File: src/sv/efr_outq.sv
// output register with skid entry, ready taken from a register
`default_nettype none

module efr_outq #(
    parameter int W = 23
) (
    input  wire logic         i_clk,
    input  wire logic         i_rst_n,
    input  wire logic         i_s1_valid,
    input  wire logic [W-1:0] i_s1_data,
    output logic              o_s1_move,
    output logic              o_in_ready,
    output logic              o_valid,
    output logic      [W-1:0] o_data,
    input  wire logic         i_ready
);

    logic         r_out_valid, n_out_valid;
    logic [W-1:0] r_out_data, n_out_data;
    logic         r_skid_valid, n_skid_valid;
    logic [W-1:0] r_skid_data, n_skid_data;
    logic         out_load;

    always_comb begin
        out_load     = !r_out_valid || i_ready;
        n_out_valid  = r_out_valid;
        n_out_data   = r_out_data;
        n_skid_valid = r_skid_valid;
        n_skid_data  = r_skid_data;
        if (out_load) begin
            if (r_skid_valid) begin
                n_out_valid  = 1'b1;
                n_out_data   = r_skid_data;
                n_skid_valid = i_s1_valid;
                n_skid_data  = i_s1_data;
            end else begin
                n_out_valid = i_s1_valid;
                n_out_data  = i_s1_data;
            end
        end else if (!r_skid_valid) begin
            n_skid_valid = i_s1_valid;
            n_skid_data  = i_s1_data;
        end
    end

    always_ff @(posedge i_clk) begin
        if (!i_rst_n) begin
            r_out_valid  <= 1'b0;
            r_skid_valid <= 1'b0;
        end else begin
            r_out_valid  <= n_out_valid;
            r_skid_valid <= n_skid_valid;
        end
        r_out_data  <= n_out_data;
        r_skid_data <= n_skid_data;
    end

    assign o_s1_move  = out_load || !r_skid_valid;
    assign o_in_ready = !r_skid_valid;
    assign o_valid    = r_out_valid;
    assign o_data     = r_out_data;

endmodule

`default_nettype wire

File: config.mk
export PLATFORM = sky130hd
export DESIGN_NAME = efr_outq
export DESIGN_NICKNAME = d
export VERILOG_FILES = /design/src/sv/efr_outq.sv
export SDC_FILE = /design/constraint.sdc
export NUM_CORES = 1
export LEC_CHECK = 0
export BUFFER_PORTS_ARGS = -buffer_cell sky130_fd_sc_hd__buf_4
export CAP_MARGIN = 20
export CORE_ASPECT_RATIO = 1.75
export CORE_MARGIN = 1
export CORE_UTILIZATION = 52
export DETAILED_ROUTE_END_ITERATION = 6
export GPL_TIMING_DRIVEN = 0
export HOLD_SLACK_MARGIN = 0.02
export PLACE_DENSITY = 0.88
export REMOVE_ABC_BUFFERS = 1
export SYNTH_ARGS = -nofsm -noshare
export SYNTH_HDL_FRONTEND = slang
export SYNTH_SLANG_ARGS = --single-unit
File: constraint.sdc
create_clock -name i_clk -period 1.5 [get_ports i_clk]
set_input_delay 0.225 -clock i_clk [delete_from_list [all_inputs] [get_ports i_clk]]
set_output_delay 0.225 -clock i_clk [all_outputs]
set_load 0.02 [all_outputs]
Word level (Yosys, flattened, before mapping):

Cells that the tools add are included.

* memory bits (read-only): 0
* memories: 0
* input bits: 27
* bits in registers: 48
* latch bits: 0
* memory bits (writable): 0
* logic and storage cells: 15

* add/subtract/negate cells: 0
* shift-type cells: 0
* multiplexer cells: 6
* magnitude comparators: 0
* equality and inequality tests: 1
* bitwise logic cells: 0
* reduce and logical (&&, ||, !) cells: 4
* multiply operators: 0
* div/mod/pow operators: 0

Operators with widths (count)
* $mux 23: 3
* $mux 1: 3
* $logic_not 1->1: 2
* $logic_or 1x1->1: 2
* $ne 2x2->1 const B: 1

Logic depth before layout (Yosys ltp):

* depth after elaboration: 3
* gate-level depth with buffers: 4
* mapped depth without buffers: 3

Least setup slack after synthesis:

Ideal clock, no wire load.

* path type: flip-flop to flip-flop
* start: register r_out_valid (netlist: o_valid)
* end: register r_skid_data[13] (data pin)
* setup time: 0.260 ns
* stages on the path, launching flop included: 5
* path buffers: 1
* required time: 1.240 ns
* period minus slack after synthesis: 1.445 ns
* arrival time: 1.184 ns
* path slack: 0.055 ns
* cell sequence: dfxtp_1 -> nor2b_4 -> nand2_4 -> buf_12 -> mux2_4

* cells in the longest elaborated chain, start to end: 3

RTL lines
* start: declaration: RTL line 18 `logic r_out_valid, n_out_valid;`
* start signal: assignment: RTL line 51 `r_out_valid <= n_out_valid;`
* $logic_not 1->1: RTL line 25 `out_load = !r_out_valid || i_ready;`
* $logic_or 1x1->1: RTL line 25
* $mux 23: RTL line 30 `if (out_load) begin`
* named net n_skid_data[13]: RTL line 21 `logic [W-1:0] r_skid_data, n_skid_data;`
* end signal: assignment: RTL line 55 `r_skid_data <= n_skid_data;`
* end: declaration: RTL line 21

The timed path passes the listed nets, and every way through them passes these cells.
A chain may end at the register's enable or synchronous reset.

Worst setup path in the final report:

* start: register r_out_valid (netlist: o_valid)
* end: register r_out_data[22] (netlist: o_data[22]), enable pin

* cells in the longest elaborated chain, start to end: 2

RTL lines
* $logic_not 1->1: RTL line 25
* $logic_or 1x1->1: RTL line 25
* named net out_load: RTL line 22 `logic out_load;`
* end signal: assignment: RTL line 54 `r_out_data <= n_out_data;`
* end: declaration: RTL line 19 `logic [W-1:0] r_out_data, n_out_data;`

The timed path passes the listed nets, and every way through them passes these cells.

==> key figures <==
Setup path
  – Critical path arrival: ~1.4 ns
  – Maximum net fanout on the critical path: 23
  – Req. time, crit path: 1.42 ns
  – Slack of the worst reg-to-reg path: -0.02 ns
  – Type of the worst setup path: reg2reg
  – Reg2Reg Launch Point: o_valid
  – Critical Path Source Type: flip-flop
  – Reg-to-Reg End: o_data[22]
  – Reg2Reg Depth: 2
  – Kind of end point of the critical path: flip-flop

Clocking
  – Number of sinks driven by the clock tree: 48
  – CTS tree: yes
  – Clock transition at the registers of the reported paths: ~0.08 ns
  – Number of buffers inserted for hold repair after clock tree synthesis: 0
  – Maximum buffer depth of the clock tree: 2
  – Clock buffers created by TritonCTS: 5
  – Clock Latency Late Sink: around 0.29 ns
  – CTS H-Tree Depth: 2
  – Master cell of the clock root buffer: clkbuf_8

Layout
  – Area of all placed cells without fillers: 2630 sq um
  – Diode count: 0
  – Utilization after layout: 67.4%
  – Fraction of layout cells with a size suffix above 1: between 60% and 70%
  – Area growth from synthesis to final layout: 23.3%
  – NumNets Final: 190
  – Fin cells: between 200 and 250

Synthesis
  – Average cell area after synthesis: between 15 and 20 sq um
  – Largest cells by area after synthesis: edfxtp_1 65%, mux2_2 14%, mux2_4 13%
  – Mapped cell area: 2130 sq um
  – Biggest area consumer among synthesized cells: edfxtp_1
  – Post-synthesis instance total: 108
  – Post-synthesis sequential area ratio: approximately two thirds
  – Seq cells post-synth: 48
  – Count of cell types in the netlist: 15
  – Post-synth top area share: roughly two thirds
  – Yosys warning total: 0

Status
  – Failing checks: negative setup slack
  – Status: finished, violations left

Detailed routing
  – Detailed Route WL: 3740 um
  – Vias per Instance: 5.28
  – Count of vias placed by the detailed router: 1120
  – Number of detailed-routing iterations run before antenna repair: 4
  – Detailed-route wire length per cell: 17.6 um
  – Initial DRC count: 5
  – Drc violations: 0
  – Post-route ant nets: 0

Min path
  – Hold worst-path end: o_valid
  – Number of cells on the worst hold path: 2
  – Worst Min Path Start: i_rst_n
  – Path class of the lowest-slack min-delay path: in2reg

Placed design
  – DP Area: 2520 sq um
  – HPWL after detailed placement: 2460 um
  – # placed instances: slightly above 200
  – RePlAce Congestion: approximately 0.65
  – IO buf count: 52

Timing
  – Final WS setup: -0.0238 ns
  – Worst-case clock skew: 0.00477 ns
  – Final critical-path share of the clock period: 102%
  – Upper clock frequency limit: approximately 0.66 GHz
  – Worst relative slew slack: 37.6%
  – Pins over their slew limit: 0
  – Setup repair after global routing missed its margin: yes
  – Shortest period the worst path allows: 1.52 ns
  – Count of final setup violators: 24
  – Worst Max-Slew Pin Slew: approximately 0.93 ns
  – Final-report hold violation count: 0

Floorplanning
  – Horizontal die dimension: 50.4 um
  – Core area: ~3900 sq um
  – Number of I/O pins: 53
  – Overall die area: about 4400 sq um
  – Initial Util: 54.7%
  – DIE HEIGHT: 86.8 um
  – Row cnt: 30

GRT
  – First-pass GRT wire length: slightly below 6000 um
  – Pin count of the biggest net entering global routing: 25
  – Combined global-route utilization of all metal layers: 18.8%
  – Number of antenna violations at the first check in global routing: 0
  – Global-route congestion overflow total: 0
  – Via count of the first global-routing pass: ~1200

Power
  – Combinational Power Share: 13.4%
  – Cell-internal power: approximately 0.0021 W
  – Pwr dens: 1020 nW/um^2
  – Fraction of power consumed by sequential logic: 59.9%
  – Clock share of power: 26.7%
  – Switching power: 0.000598 W
  – Total leakage power: 1.07 nW
  – Switching power as a share of total power: 22.2%
  – Peak ir drop on the vdd network: 0.743 mV

Flow run
  – Max-Cap Viols: 0
-- state kept, by name, indices dropped and copies added (netlist names) --
name and count:
o_data 23, o_valid 1, r_skid_data 23, r_skid_valid 1
-- kinds of logic (layout without fill, tap and decap cells) --
group                  after synthesis  count (layout)  share of synthesized area [%]
AND/OR/NAND/NOR                      4               4                           1.64
multiplexers                        46              46                           27.6
buffers and inverters                7              63                           3.22
flip-flops                          48              48                           66.6
AO/OA/AOI/OAI                        3               3                          0.938
-- worst max-delay path, stage by stage, from the launching register on --
cell	delay [ns]
dfxtp_1	0.32
nor2b_4	0.15
inv_1	0.68
-- cell usage in the layout (no fill, tap or decap) --
cell,instances
edfxtp_1,46
nand2_1,1
nor2b_4,1
clkinv_2,1
clkbuf_1,2
a21boi_0,1
dfxtp_4,1
mux2_2,27
nand2_8,1
buf_6,2
dfxtp_1,1
o21a_1,1
buf_4,51
clkbuf_8,5
o21ai_0,1
mux2_4,19
inv_1,2
or2_2,1
-- final cells by class --
class	instances	area [sq um]
clock buffers	7	76.3
clock inverters	1	5.00
fillers	305	1270
inverters	2	7.51
multi-input cells	53	653
flip-flops and latches	48	1430
well taps	48	60.1
repair buffers	53	405
-- what timing repair did --
action,in CTS,in global routing
endpoints found under the hold margin,0,0
setup endpoints to repair,96,47
gates resized for setup,4,0
setup buffers,1,0
-- metal layers --
layer | global-route usage (%) | wire length (um) | vias up
met3 | 4.39 | 172 | 4
met5 | 0 | 0 | -
met2 | 33.2 | 2140 | 37
li1 | - | - | 524
met1 | 21.0 | 1370 | 555
met4 | 8.59 | 51 | 0
-- cells in the mapped netlist --
library cell   n
edfxtp_1      46
mux2_2        27
mux2_4        19
buf_12         2
buf_2          2
dfxtp_1        2
inv_1          2
a21boi_0       1
buf_6          1
nand2_1        1
nand2_4        1
nor2b_4        1
o21a_1         1
o21ai_0        1
or2_2          1
-- per-stage QoR --
stage                     setup slack, ns  power [W]  setup TNS (ns)  hold slack [ns]
after floorplan                    -0.470    0.00183          -17.22            0.343
after global placement             -0.805    0.00198          -39.33            0.433
after detailed placement           -0.981    0.00200          -49.91            0.442
after CTS                         -0.0491    0.00272           -1.06            0.133
after global routing               -0.118    0.00279           -3.85            0.133
final                             -0.0238    0.00269          -0.453            0.142
-- how the worst max path moves through the flow --
| stage | startpoint | endpoint | slack (ns) | depth (start not counted) |
|---|---|---|---|---|
| after CTS | o_valid | o_data[22] | -0.05 | 2 |
| after detailed placement | r_skid_valid | r_skid_data[20] | -0.98 | 2 |
| final | o_valid | o_data[22] | -0.02 | 2 |
| after global routing | o_valid | o_data[22] | -0.12 | 2 |
| after floorplan | r_skid_valid | r_skid_data[10] | -0.47 | 2 |
| after global placement | r_skid_valid | r_skid_data[17] | -0.81 | 2 |
-- power groups by stage --
stage          sequential, W  combinational (W)  clock (W)
6_report             0.00161           0.000360   0.000718
5_1_grt              0.00162           0.000383   0.000788
4_1_cts              0.00161           0.000366   0.000740
3_5_place_dp         0.00165           0.000358          0
3_3_place_gp         0.00164           0.000343          0
2_1_floorplan        0.00171           0.000120          0
Note: power is estimated with default switching activity, not from simulation.
